===== src/rtl/core/sps_pkg.sv =====
// ----------------------------------------------------------------------------
// sps_pkg
// Types, constants and the slew step shared by the servo pulse sequencer.
// ----------------------------------------------------------------------------
`default_nettype none

package sps_pkg;

  localparam int CHANNEL_COUNT = 8;
  localparam int CH_W          = $clog2(CHANNEL_COUNT);
  localparam int POS_W         = 8;

  // Request codes
  localparam logic REQ_TICK  = 1'b0;
  localparam logic REQ_WRITE = 1'b1;

  // Channels with their own start-phase rules
  localparam logic [CH_W-1:0] CH_RAW    = CH_W'(4);
  localparam logic [CH_W-1:0] CH_SLOW   = CH_W'(5);

  // Reload constants
  localparam logic [POS_W-1:0] RELOAD_SLOW = 8'd140;
  localparam logic [POS_W-1:0] RELOAD_RAW  = 8'd150;
  localparam logic [POS_W-1:0] RELOAD_BASE = 8'd120;
  localparam logic [POS_W-1:0] POS_MAX     = 8'd255;

  // Slew settings: step, snap band, far limit
  localparam logic [POS_W-1:0] STEP_FAST = 8'd4;
  localparam logic [POS_W-1:0] SNAP_FAST = 8'd3;
  localparam logic [POS_W-1:0] FAR_FAST  = 8'd8;
  localparam logic [POS_W-1:0] STEP_SLOW = 8'd3;
  localparam logic [POS_W-1:0] SNAP_SLOW = 8'd2;
  localparam logic [POS_W-1:0] FAR_SLOW  = 8'd6;

  typedef enum logic [1:0] {
    PH_START = 2'd0,
    PH_HOLD  = 2'd1,
    PH_END   = 2'd2
  } phase_t;

  typedef struct packed {
    logic [POS_W-1:0] pin_levels;
    logic [POS_W-1:0] timer_reload;
    logic             reload_valid;
    logic [CH_W-1:0]  active_channel;
  } result_t;

  // New commanded position after one slot of slew toward the target
  function automatic logic [POS_W-1:0] slew_step(
    input logic [POS_W-1:0] cur,
    input logic [POS_W-1:0] tgt,
    input logic [POS_W-1:0] step,
    input logic [POS_W-1:0] snap,
    input logic [POS_W-1:0] far_lim
  );
    logic [POS_W-1:0] d;
    logic [POS_W-1:0] mv;
    logic [POS_W-1:0] res;
    d  = (cur > tgt) ? (cur - tgt) : (tgt - cur);
    mv = (d > far_lim) ? step : (d >> 1);
    if (cur == '0) begin
      res = tgt;
    end else if (tgt == '0) begin
      res = cur;
    end else if (d < snap) begin
      res = tgt;
    end else if (cur > tgt) begin
      res = cur - mv;
    end else begin
      res = cur + mv;
    end
    return res;
  endfunction

endpackage

`default_nettype wire


===== src/rtl/core/servo_pulse_sequencer_unit.sv =====
// ----------------------------------------------------------------------------
// servo_pulse_sequencer_unit
// Eight-channel round-robin servo pulse sequencer: one slot per channel,
// start / hold / end phases, slew-limited positions and masked pin drive.
// ----------------------------------------------------------------------------
//  channel | signals                                   | direction
//  --------+-------------------------------------------+----------
//  in      | in_valid/in_ready, req_type,              | input
//          | channel_index, target_value               |
//  out     | out_valid/out_ready, pin_levels,          | output
//          | timer_reload, reload_valid, active_channel|
//  cfg     | cfg_we, cfg_data (channel_mask)           | input
//
//  One beat per cycle in while in_ready is high, one result beat per input beat; results are registered.
//  All step logic sits between the accept edge and the result register.
//  A skid register keeps input open for one beat while out_ready is low.
//  rst (synchronous) clears state, targets, positions, pins; mask = 0xFF.
// ----------------------------------------------------------------------------
`default_nettype none

module servo_pulse_sequencer_unit
  import sps_pkg::*;
(
  input  wire logic              clk,
  input  wire logic              rst,
  // configuration
  input  wire logic              cfg_we,
  input  wire logic [POS_W-1:0]  cfg_data,
  // request beats
  input  wire logic              in_valid,
  output logic                   in_ready,
  input  wire logic              req_type,
  input  wire logic [CH_W-1:0]   channel_index,
  input  wire logic [POS_W-1:0]  target_value,
  // result beats
  output logic                   out_valid,
  input  wire logic              out_ready,
  output logic [POS_W-1:0]       pin_levels,
  output logic [POS_W-1:0]       timer_reload,
  output logic                   reload_valid,
  output logic [CH_W-1:0]        active_channel
);

  // State
  logic [POS_W-1:0] channel_mask;
  phase_t           phase, phase_next;
  logic [CH_W-1:0]  channel, channel_next;
  logic [POS_W-1:0] pulse_value, pulse_value_next;
  logic [POS_W-1:0] target_positions    [CHANNEL_COUNT];
  logic [POS_W-1:0] commanded_positions [CHANNEL_COUNT];
  logic [POS_W-1:0] pin_state, pin_state_next;

  // Output register and skid
  result_t out_reg, skid_reg, res_next;
  logic    skid_valid;

  logic in_fire, out_fire, is_tick;
  assign in_ready = !skid_valid;
  assign in_fire  = in_valid && in_ready;
  assign out_fire = out_valid && out_ready;
  assign is_tick  = (req_type == REQ_TICK);

  // Current slot values
  logic [POS_W-1:0] cur_tgt, cur_cmd, cmd_new, start_pulse, start_reload;
  logic             ch_bit_en;
  assign cur_tgt   = target_positions[channel];
  assign cur_cmd   = commanded_positions[channel];
  assign ch_bit_en = channel_mask[channel];

  // Start-phase pulse and reload by channel
  always_comb begin
    if (channel == CH_SLOW) begin
      cmd_new      = slew_step(cur_cmd, cur_tgt, STEP_SLOW, SNAP_SLOW, FAR_SLOW);
      start_pulse  = (cur_tgt == '0) ? '0 : cmd_new;
      start_reload = RELOAD_SLOW;
    end else if (channel == CH_RAW) begin
      cmd_new      = cur_cmd;
      start_pulse  = cur_tgt;
      start_reload = RELOAD_RAW;
    end else begin
      cmd_new      = slew_step(cur_cmd, cur_tgt, STEP_FAST, SNAP_FAST, FAR_FAST);
      start_pulse  = (cur_tgt == '0) ? '0 : cmd_new;
      start_reload = RELOAD_BASE + ((POS_MAX - start_pulse) >> 2);
    end
  end

  // Next state
  always_comb begin
    phase_next       = phase;
    channel_next     = channel;
    pulse_value_next = pulse_value;
    pin_state_next   = pin_state;
    if (is_tick) begin
      unique case (phase)
        PH_START: begin
          pulse_value_next = start_pulse;
          if (start_pulse != '0 && ch_bit_en) begin
            pin_state_next[channel] = 1'b1;
          end
          phase_next = PH_HOLD;
        end
        PH_HOLD: begin
          phase_next = PH_END;
        end
        PH_END: begin
          if (ch_bit_en) begin
            pin_state_next[channel] = 1'b0;
          end
          channel_next = channel + 1'b1;
          phase_next   = PH_START;
        end
        default: begin
          phase_next = PH_START;
        end
      endcase
    end
  end

  // Result beat
  always_comb begin
    res_next.pin_levels     = pin_state_next;
    res_next.reload_valid   = is_tick;
    res_next.active_channel = channel_next;
    res_next.timer_reload   = '0;
    if (is_tick) begin
      unique case (phase)
        PH_START: res_next.timer_reload = start_reload;
        PH_HOLD:  res_next.timer_reload = POS_MAX - pulse_value;
        PH_END:   res_next.timer_reload = cur_tgt;
        default:  res_next.timer_reload = '0;
      endcase
    end
  end

  // Configuration register
  always_ff @(posedge clk) begin
    if (rst) begin
      channel_mask <= '1;
    end else if (cfg_we) begin
      channel_mask <= cfg_data;
    end
  end

  // Sequencer state
  always_ff @(posedge clk) begin
    if (rst) begin
      phase       <= PH_START;
      channel     <= '0;
      pulse_value <= '0;
      pin_state   <= '0;
      for (int i = 0; i < CHANNEL_COUNT; i++) begin
        target_positions[i]    <= '0;
        commanded_positions[i] <= '0;
      end
    end else if (in_fire) begin
      phase       <= phase_next;
      channel     <= channel_next;
      pulse_value <= pulse_value_next;
      pin_state   <= pin_state_next;
      if (!is_tick) begin
        target_positions[channel_index] <= target_value;
      end else if (phase == PH_START) begin
        commanded_positions[channel] <= cmd_new;
      end
    end
  end

  // Output register with skid
  always_ff @(posedge clk) begin
    if (rst) begin
      out_valid  <= 1'b0;
      skid_valid <= 1'b0;
    end else begin
      if (skid_valid) begin
        if (out_ready) begin
          out_valid  <= 1'b1;
          skid_valid <= 1'b0;
        end
      end else if (in_fire) begin
        if (out_valid && !out_ready) begin
          skid_valid <= 1'b1;
        end else begin
          out_valid <= 1'b1;
        end
      end else if (out_fire) begin
        out_valid <= 1'b0;
      end
    end
  end

  always_ff @(posedge clk) begin
    if (skid_valid) begin
      if (out_ready) begin
        out_reg <= skid_reg;
      end
    end else if (in_fire) begin
      if (out_valid && !out_ready) begin
        skid_reg <= res_next;
      end else begin
        out_reg <= res_next;
      end
    end
  end

  assign pin_levels     = out_reg.pin_levels;
  assign timer_reload   = out_reg.timer_reload;
  assign reload_valid   = out_reg.reload_valid;
  assign active_channel = out_reg.active_channel;

  // Checks
  a_skid_behind_out: assert property (@(posedge clk) disable iff (rst)
    skid_valid |-> out_valid)
    else $error("skid holds a beat while output register is empty");

  a_write_no_reload: assert property (@(posedge clk) disable iff (rst)
    (out_valid && !reload_valid) |-> (timer_reload == '0))
    else $error("write beat carries a nonzero reload");

  a_end_advances: assert property (@(posedge clk) disable iff (rst)
    (in_fire && is_tick && phase == PH_END) |=>
      (channel == CH_W'($past(channel) + 1'b1) && phase == PH_START))
    else $error("end phase did not advance the channel");

  a_masked_pins_hold: assert property (@(posedge clk) disable iff (rst)
    in_fire |=> (((pin_state ^ $past(pin_state)) & ~$past(channel_mask)) == '0))
    else $error("masked pin changed");

  a_write_keeps_slot: assert property (@(posedge clk) disable iff (rst)
    (in_fire && !is_tick) |=> ($stable(phase) && $stable(channel) && $stable(pin_state)))
    else $error("target write disturbed the slot");

endmodule

`default_nettype wire


===== config.mk =====
export PLATFORM = sky130hd
export DESIGN_NAME = servo_pulse_sequencer_unit
export DESIGN_NICKNAME = d
export VERILOG_FILES = /design/src/rtl/core/sps_pkg.sv /design/src/rtl/core/servo_pulse_sequencer_unit.sv
export SDC_FILE = /design/constraint.sdc
export NUM_CORES = 1
export LEC_CHECK = 0
export ABC_CLOCK_PERIOD_IN_PS = 7600
export BUFFER_PORTS_ARGS = -buffer_cell sky130_fd_sc_hd__clkbuf_2
export CAP_MARGIN = 5
export CELL_PAD_IN_SITES_DETAIL_PLACEMENT = 2
export CELL_PAD_IN_SITES_GLOBAL_PLACEMENT = 2
export CORE_MARGIN = 10
export CORE_UTILIZATION = 38
export DETAILED_ROUTE_END_ITERATION = 16
export MAX_ROUTING_LAYER = met4
export PLACE_DENSITY_LB_ADDON = 0.1
export SLEW_MARGIN = 20
export SYNTH_ARGS = -nofsm -noshare
export SYNTH_HDL_FRONTEND = slang
export SYNTH_SLANG_ARGS = --single-unit

===== constraint.sdc =====
create_clock -name clk -period 7.6 [get_ports clk]
set_input_delay 0.76 -clock clk [delete_from_list [all_inputs] [get_ports clk]]
set_output_delay 0.76 -clock clk [all_outputs]
set_load 0.005 [all_outputs]

==> flow_metrics.py, run 1 <==
metrics = {
    "layout": {
        "finalNonFillerCells": 1640,
        "area_growth_syn_to_layout_pct": 15.7,
        "fin_nets": 1288,
        "regArea_mm2": 0.00573,
        "finalInstanceArea_mm2": 0.0139,
        "antenna_cells": 0,
        "final_layout_size_suffix_gt1_frac": 0.201,
        "multiInputGateArea_mm2": 0.00613,
        "num-fill-cells": 3321,
    },
    "yosys": {
        "most_instantiated_flip_flop_cell_in_the_synthesis_netlist": "sky130_fd_sc_hd__edfxtp_1",
        "yosys.cell_count.top_type": "sky130_fd_sc_hd__edfxtp_1",
        "total_nets_after_synthesis": 1206,
        "synth.top_cell.area_share": 0.418,
        "ys_seq_area_frac": 0.475,
        "synth_enable_flop_cells": 168,
        "synth_area_mm2": 0.0121,
        "ys_async_sr_fraction": 0,
        "synthTopCellsByCount": "sky130_fd_sc_hd__edfxtp_1, sky130_fd_sc_hd__nor2_1, sky130_fd_sc_hd__nand2_1",
        "yosys_warnings": 0,
        "netlist_instances": 1141,
        "syn_avg_cell_area_um2": 10.6,
        "top_area_cells_in_the_synthesized_netlist": "sky130_fd_sc_hd__edfxtp_1, sky130_fd_sc_hd__mux4_2, sky130_fd_sc_hd__dfxtp_1",
        "ys_ff_latch": 202,
        "yosys.area.top_type": "sky130_fd_sc_hd__edfxtp_1",
        "yosys.cell_types.count": 80,
    },
    "floorplan": {
        "boundaryPins": 47,
        "floorplan.initialDensity": 0.384,
        "fp.dieW_um": 198,
        "die_area_mm2": 0.0392,
        "cell_row_count": 65,
        "placeableCoreArea_mm2": 0.0314,
        "die-height_um": 198,
    },
    "power_and_ir_drop": {
        "total_leakage_power_nw": 5.23,
        "p_total_mw": 3.43,
        "power_frac_comb": 0.329,
        "pwr-share-seq": 0.379,
        "power.internal_mw": 2.27,
        "p_switching_mw": 1.16,
        "p_clk_frac": 0.292,
        "switching_share_of_power": 0.339,
        "irDropWorstVdd_uv": 184,
        "power_density_mw_per_mm2": 246,
    },
    "timing": {
        "max_slew.worst_pin.slew_ps": 975,
        "post-route-period-util": 0.944,
        "setup_viol_count_final": 0,
        "hold_viol": 0,
        "setup_tns_ps": 0,
        "timing.final.max_slew_violations": 0,
        "slew_headroom": 0.349,
        "final.min_clock_period_ps": 7180,
        "fin_worst_skew_ps": 33.9,
        "maxClockFrequency_mhz": 139,
    },
    "global_route": {
        "grt.overflow.total": 0,
        "grt_pass1_wl_um": 64000,
        "vias_in_the_first_global_route": 10500,
        "grt_util_all_layers": 0.215,
        "grt_start_max_net_pins": 55,
        "initial_antenna_violation_count": 0,
    },
    "cts": {
        "worst_setup_hold_path_clk_slew_ps": 60,
        "maximum_clock_insertion_buffer_count": 3,
        "htreeDepth": 1,
        "ctsRootBufferMaster": "sky130_fd_sc_hd__clkbuf_16",
        "clock_insertion_delay_worst_skew_ps": 530,
        "clock_tree_from_tritoncts": "yes",
        "post_cts_hold_buffers": 0,
        "clock_sink_count": 202,
        "cts_made_buffers": 22,
    },
    "setup_path": {
        "category_of_the_most_critical_setup_path": "reg -> reg",
        "critical-path-max-stage-delay_ps": 570,
        "cp_data_required_time_ps": 7950,
        "worstSetupEndpointType": "flip-flop",
        "path_max_fanout": 12,
        "critPathArrivalTime_ps": 7530,
        "slowest_cell_on_crit_path": "sky130_fd_sc_hd__mux4_2",
        "setup.worst_path.start_class": "flip-flop",
    },
    "worst_hold_path": {
        "timing.hold.worst.class": "in -> reg",
    },
    "routing": {
        "routedWlPerCell_um": 25.2,
        "dr_vias_cell": 5.86,
        "via_count": 9609,
        "detailed_route_iter0_violations": 615,
        "post-route-drc-count": 0,
        "dr.pass1.iters": 5,
        "drtAntennaViolNets": 0,
        "finalWirelength_um": 41300,
    },
    "place": {
        "finalWeightedCongestion": 0.863,
        "numPlacedInstances": 1594,
        "placement.io_buffers": 46,
        "placement.cell_area_mm2": 0.0130,
        "hpwlAfterDp_um": 31200,
    },
    "flow_run": {
        "max-cap-violations": 0,
    },
    "run_status": {
        "run_status": "finished, final reports clean",
    },
}
==> power by group through the flow <==
stage               combinational (mW)  sequential, mW  clock [mW]
detailed placement                1.03            1.32           0
global placement                  1.01            1.32           0
CTS                               1.06            1.30        1.02
global route                      1.23            1.30        1.07
floorplan                        0.652            1.30           0
finish                            1.13            1.30        1.00
==> through the flow <==
stage / util / worst slack, ps / hold WS (ps)
after floorplan: - / 270 / 449
after global placement: 0.414 / 85.1 / 466
after detailed placement: 0.414 / -187 / 472
after CTS: 0.436 / 12.0 / 443
after global routing: 0.444 / -3.53 / 454
final: 0.444 / 422 / 457
==> layout by cell type, fill, tap and decap left out, types with 34 or more instances in the layout <==
master,n
sky130_fd_sc_hd__nor2b_1,34
sky130_fd_sc_hd__and2_1,70
sky130_fd_sc_hd__nor2_1,146
sky130_fd_sc_hd__clkbuf_2,46
sky130_fd_sc_hd__ha_1,34
sky130_fd_sc_hd__edfxtp_1,168
sky130_fd_sc_hd__nor3_1,38
sky130_fd_sc_hd__mux4_2,34
sky130_fd_sc_hd__a21oi_1,35
sky130_fd_sc_hd__inv_1,39
sky130_fd_sc_hd__buf_4,60
sky130_fd_sc_hd__nand2_1,87
==> cell families after synthesis <==
kind of cell             count (synthesis)  synth area share
AO/OA/AOI/OAI                          225             0.132
XOR/XNOR                                16            0.0122
adder cells (fa/ha/maj)                 40            0.0440
buffers and inverters                   96            0.0348
flip-flops                             202             0.475
multiplexers                            67            0.0930
AND/OR/NAND/NOR                        495             0.209
==> metal layers <==
layer	track usage	up-vias	part of all wire
met2	0.364	180	0.51
met4	0.0604	0	0.024
li1	-	4404	-
met3	0.0277	61	0.032
met5	-	-	0
met1	0.265	4964	0.44
==> worst paths after layout <==
path	depth (start not counted)	from	slack (ps)	endpoint
max	35	flip-flop	420	pin_state[6]$_SDFFE_PP0P_
min	2	cfg_data[7]	460	channel_mask[7]$_SDFFE_PP1P_
max reg2reg	35	flip-flop	420	pin_state[6]$_SDFFE_PP0P_
min reg2reg	2	pin_state[5]$_SDFFE_PP0P_	480	pin_state[5]$_SDFFE_PP0P_
==> cell type report <==
cell class,instances,share of cell area
repair buffers,112,0.0549
clock inverters,11,0.00467
flip-flops and latches,202,0.411
multi-input cells,844,0.440
well taps,402,0.0361
inverters,41,0.0110
clock buffers,28,0.0425
==> repair_timing <==
action,CTS,global route
pin swaps,1,11
buffers inserted,0,6
cloned,0,1
gates resized for setup,9,42
setup endpoints to repair,28,58
==> worst max-delay path: cells and delay by family (launching register included) <==
kind	cells	cell delay (ps)
and+or+nand+nor	8	1320
adders and majority gates	4	1160
xor gates and xnor gates	1	190
muxes	3	950
buffers and inverters	7	1010
DFF	1	380
AOI/OAI and AO/OA	12	1970
Power figures use the tool's default switching activity.
==> inputs of run 2 (changes only) <==
- GPL_TIMING_DRIVEN: default -> 0
==> run 2 against run 1 <==
Cell area up 5.1%. Final cell count grew 3.0%. Critical path depth is the same. Via count grew 4.0%. Largest cell class unchanged. Power grew 3.9%. Global-route usage up 0.83 points. Die area did not move.
==> flow_metrics.py, run 2 (synthesis gave the netlist of run 1 again) <==
metrics = {
    "power_and_ir_drop": {
        "total_leakage_power_nw": 5.44,
        "p_total_mw": 3.56,
        "irDropWorstVdd_uv": 246,
        "power_density_mw_per_mm2": 243,
    },
    "timing": {
        "slew_headroom": 0.304,
        "setup_viol_count_final": 0,
        "setup_tns_ps": 0,
        "post-route-period-util": 0.963,
        "maxClockFrequency_mhz": 137,
        "hold_viol": 0,
        "final.min_clock_period_ps": 7320,
        "fin_worst_skew_ps": 11.4,
        "max_slew.worst_pin.slew_ps": 1040,
        "setup_ws_ps": 280,
        "timing.final.max_slew_violations": 0,
        "whs_ps": 454,
    },
    "global_route": {
        "grt_pass1_wl_um": 65400,
        "grt.overflow.total": 0,
        "vias_in_the_first_global_route": 10600,
        "initial_antenna_violation_count": 0,
        "grt_util_all_layers": 0.224,
        "grt_start_max_net_pins": 21,
    },
    "setup_path": {
        "setup.worst_path.start_class": "flip-flop",
        "category_of_the_most_critical_setup_path": "reg -> reg",
        "cp_data_required_time_ps": 7940,
        "slowest_cell_on_crit_path": "sky130_fd_sc_hd__mux4_2",
        "critPathBufInv": 6,
        "critPathArrivalTime_ps": 7660,
        "worstSetupEndpointType": "flip-flop",
        "critical-path-max-stage-delay_ps": 560,
        "path_delay_family": "compound AO/OA/AOI/OAI gates",
        "path_max_fanout": 5,
    },
    "routing": {
        "dr_vias_cell": 5.92,
        "detailed_route_iter0_violations": 733,
        "drtAntennaViolNets": 0,
        "finalWirelength_um": 44500,
        "via_count": 9993,
        "dr.pass1.iters": 5,
        "routedWlPerCell_um": 26.4,
        "post-route-drc-count": 0,
    },
    "floorplan": {
        "cell_row_count": 65,
        "placeableCoreArea_mm2": 0.0314,
        "die-height_um": 198,
        "floorplan.initialDensity": 0.384,
        "die_area_mm2": 0.0392,
        "fp.dieW_um": 198,
        "boundaryPins": 47,
    },
    "cts": {
        "clock_insertion_delay_worst_skew_ps": 520,
        "post_cts_hold_buffers": 0,
        "htreeDepth": 1,
        "clock_tree_from_tritoncts": "yes",
        "ctsRootBufferMaster": "sky130_fd_sc_hd__clkbuf_16",
        "maximum_clock_insertion_buffer_count": 3,
        "clock_sink_count": 202,
        "cts_made_buffers": 23,
        "worst_setup_hold_path_clk_slew_ps": 60,
    },
    "place": {
        "placement.io_buffers": 45,
        "pre_cts_ws_ps": -2380,
        "hpwlAfterDp_um": 31500,
        "finalWeightedCongestion": 0.886,
    },
    "layout": {
        "layout_common_cells": "sky130_fd_sc_hd__edfxtp_1, sky130_fd_sc_hd__nor2_1, sky130_fd_sc_hd__nand2_1",
        "num-fill-cells": 3287,
        "antenna_cells": 0,
        "fin_nets": 1335,
        "area_growth_syn_to_layout_pct": 21.5,
        "final_common_cell": "sky130_fd_sc_hd__edfxtp_1",
        "final_layout_size_suffix_gt1_frac": 0.237,
    },
    "worst_hold_path": {
        "timing.hold.worst.class": "in -> reg",
    },
    "flow_run": {
        "max-cap-violations": 0,
    },
    "run_status": {
        "run_status": "finished, final reports clean",
    },
}
-- run 2: cell types whose count changed in the layout (fill, tap and decap cells not counted), moves of 5 or more --
cell	previous run	this run
sky130_fd_sc_hd__o21ai_2	4	13
sky130_fd_sc_hd__inv_1	39	30
sky130_fd_sc_hd__buf_4	60	52
sky130_fd_sc_hd__buf_2	0	7
sky130_fd_sc_hd__clkinv_1	5	10
sky130_fd_sc_hd__o21ai_1	11	4
sky130_fd_sc_hd__inv_2	0	8
sky130_fd_sc_hd__clkbuf_1	4	32
sky130_fd_sc_hd__buf_12	2	13
sky130_fd_sc_hd__mux2i_4	4	14
sky130_fd_sc_hd__mux2i_1	20	9
-- run 2: final cells by class --
cell class	count	area [um^2]	share of cell area
multi-input combinational	844	6370	0.435
sequential	202	5730	0.391
timing repair buffer	104	790	0.0539
clock buffer	29	608	0.0415
tap	402	503	0.0343
buffer	54	395	0.0270
inverter	41	156	0.0107
clock inverter	13	97.6	0.00666
-- run 2: final timing paths --
| check | depth (start not counted) | to | startpoint | slack (ps) |
|---|---|---|---|---|
| worst min register to register | 2 | pin_state[1]$_SDFFE_PP0P_ | pin_state[1]$_SDFFE_PP0P_ | 480 |
| worst max-delay path | 35 | timer_reload[4]$_DFFE_PP_ | flip-flop | 280 |
| worst max register to register | 35 | timer_reload[4]$_DFFE_PP_ | flip-flop | 280 |
| worst min-delay path | 2 | channel_mask[4]$_SDFFE_PP1P_ | cfg_data[4] | 450 |
-- run 2: worst reg2reg max path, delay by kind of cell (launching register included) --
| family | cells | cell delay [ps] |
|---|---|---|
| muxes | 3 | 960 |
| DFF | 1 | 350 |
| and+or+nand+nor | 9 | 1180 |
| xor gates and xnor gates | 1 | 180 |
| AOI/OAI and AO/OA | 11 | 2410 |
| adders and majority gates | 5 | 1360 |
| buffers and inverters | 6 | 710 |
-- run 2: what timing repair did --
action,in CTS,in global routing
gates cloned,0,4
buffers inserted,18,35
resized for setup,79,65
endpoints found under the setup margin,111,80
pin swaps,8,30
-- run 2: per-stage QoR --
step / instances / instance area (um^2) / utilization
floorplan: 1141 / 12100 / -
global placement: 1588 / 12800 / 0.407
detailed placement: 1591 / 12800 / 0.409
CTS: 1650 / 14000 / 0.447
global route: 1689 / 14700 / 0.467
finish: 1689 / 14700 / 0.467
-- run 2: metal layers --
layer,vias up,GRT usage,share of wire
met1,5171,0.275,0.43
met2,230,0.383,0.51
met4,0,0.0646,0.029
li1,4512,-,-
met3,80,0.0212,0.034
met5,-,-,0
-- run 2: where the power goes --
part | internal, mW | switching [mW]
combinational | 0.491 | 0.722
sequential | 1.26 | 0.0292
clock | 0.602 | 0.456
==> inputs of run 3 (changes only) <==
- ABC_CLOCK_PERIOD_IN_PS: 7600 -> 6600
- clock period: 7.6 -> 6.6 ns (I/O delays scaled with it)
==> run 3 against run 2 <==
The flow now finishes with violations (setup timing). First-iteration DRC count fell by 7.1%. Register-to-register slack worse by 890 ps. Sequential share of layout area decreased by 3.6 points. Critical path type unchanged. Largest cell class unchanged.
==> flow_metrics.py, run 3 (synthesis gave the netlist of run 1 again) <==
metrics = {
    "timing": {
        "setup_viol_count_final": 64,
        "setup_tns_ps": -19350,
        "fin_worst_skew_ps": 26.4,
        "timing.final.max_slew_violations": 0,
        "setup_ws_ps": -607,
        "maxClockFrequency_mhz": 139,
        "slew_headroom": 0.261,
        "final.min_clock_period_ps": 7210,
        "post-route-period-util": 1.09,
        "hold_viol": 0,
        "whs_ps": 340,
        "max_slew.worst_pin.slew_ps": 1100,
        "rsz0062_at_grt": "yes",
    },
    "place": {
        "placement.cell_area_mm2": 0.0130,
        "placement.io_buffers": 45,
        "numPlacedInstances": 1591,
        "pre_cts_ws_ps": -1970,
        "finalWeightedCongestion": 0.873,
        "hpwlAfterDp_um": 31800,
    },
    "cts": {
        "ctsRootBufferMaster": "sky130_fd_sc_hd__clkbuf_16",
        "clock_tree_from_tritoncts": "yes",
        "worst_setup_hold_path_clk_slew_ps": 70,
        "clock_sink_count": 202,
        "post_cts_hold_buffers": 0,
        "maximum_clock_insertion_buffer_count": 3,
        "htreeDepth": 1,
        "cts_made_buffers": 23,
        "clock_insertion_delay_worst_skew_ps": 550,
    },
    "routing": {
        "via_count": 10500,
        "drtAntennaViolNets": 0,
        "routedWlPerCell_um": 28.7,
        "finalWirelength_um": 50100,
        "post-route-drc-count": 0,
        "detailed_route_iter0_violations": 681,
        "dr.pass1.iters": 5,
        "dr_vias_cell": 6.02,
    },
    "global_route": {
        "grt_pass1_wl_um": 70800,
        "grt.overflow.total": 0,
        "grt_start_max_net_pins": 21,
        "vias_in_the_first_global_route": 11200,
        "grt_util_all_layers": 0.243,
        "initial_antenna_violation_count": 0,
    },
    "floorplan": {
        "floorplan.initialDensity": 0.384,
        "fp.dieW_um": 198,
        "cell_row_count": 65,
        "die-height_um": 198,
        "die_area_mm2": 0.0392,
        "placeableCoreArea_mm2": 0.0314,
        "boundaryPins": 47,
    },
    "worst_hold_path": {
        "timing.hold.worst.class": "in -> reg",
    },
    "setup_path": {
        "setup.worst_path.start_class": "flip-flop",
        "worstSetupEndpointType": "flip-flop",
        "critPathArrivalTime_ps": 7450,
        "critical-path-max-stage-delay_ps": 610,
        "category_of_the_most_critical_setup_path": "reg -> reg",
        "slowest_cell_on_crit_path": "sky130_fd_sc_hd__a311oi_2",
        "cp_data_required_time_ps": 6840,
        "path_max_fanout": 5,
    },
    "power_and_ir_drop": {
        "power_density_mw_per_mm2": 292,
        "total_leakage_power_nw": 5.92,
        "irDropWorstVdd_uv": 195,
        "p_total_mw": 4.71,
    },
    "layout": {
        "finalInstanceArea_mm2": 0.0161,
        "finalNonFillerCells": 1747,
        "area_growth_syn_to_layout_pct": 33.9,
        "fin_nets": 1393,
        "antenna_cells": 0,
        "layout_common_cells": "sky130_fd_sc_hd__edfxtp_1, sky130_fd_sc_hd__nor2_1, sky130_fd_sc_hd__buf_4",
        "final_common_cell": "sky130_fd_sc_hd__edfxtp_1",
        "final_layout_size_suffix_gt1_frac": 0.354,
        "final_core_util": 0.514,
    },
    "run_status": {
        "run_status": "finished, violations left",
        "violations_in_the_final_reports": "setup timing",
    },
    "flow_run": {
        "max-cap-violations": 0,
    },
}
run 3: metal layers:
metal,wire length (um),vias up,global-route usage
met2,25800,337,0.419
met5,0,-,-
met4,1650,0,0.0700
met1,20500,5450,0.296
met3,2090,106,0.0265
li1,-,4623,-
run 3: cell type report:
cell class              instances  area, um^2
clock buffers                  26         597
well taps                     402         503
repair buffers                163        1360
inverters                      41         176
multi-input cells             844        7260
plain buffers                  53         390
clock inverters                16         126
flip-flops and latches        202        5730
fillers                      3069       15200
run 3: final timing paths:
kind / slack, ps / cells after the start / to / startpoint
setup / recovery: -610 / 30 / pin_levels[6]$_DFFE_PP_ / flip-flop
hold / removal: 340 / 2 / channel_mask[4]$_SDFFE_PP1P_ / cfg_data[4]
setup reg to reg: -610 / 30 / pin_levels[6]$_DFFE_PP_ / flip-flop
hold reg to reg: 500 / 2 / pin_state[5]$_SDFFE_PP0P_ / pin_state[5]$_SDFFE_PP0P_
run 3: timing repair:
action                                 in CTS  in global routing
resized for setup                         163                145
endpoints found under the hold margin       0                  0
gates cloned                                3                  0
setup buffers                              76                 44
pin swaps                                  65                 94
setup endpoints to repair                 111                101
run 3: critical path: cells and delay by family, from the launching register on:
family | cells | cell delay, ps
AOI/OAI and AO/OA | 8 | 1990
xor gates and xnor gates | 1 | 290
adders and majority gates | 3 | 880
buffers and inverters | 7 | 780
DFF | 1 | 400
muxes | 3 | 1060
and+or+nand+nor | 8 | 1500
run 3: power by group:
part | internal (mW) | total, mW | switching (mW)
Clock | 0.698 | 1.26 | 0.564
Combinational | 0.861 | 1.96 | 1.10
Sequential | 1.45 | 1.49 | 0.0371
Total | 3.01 | 4.71 | 1.70
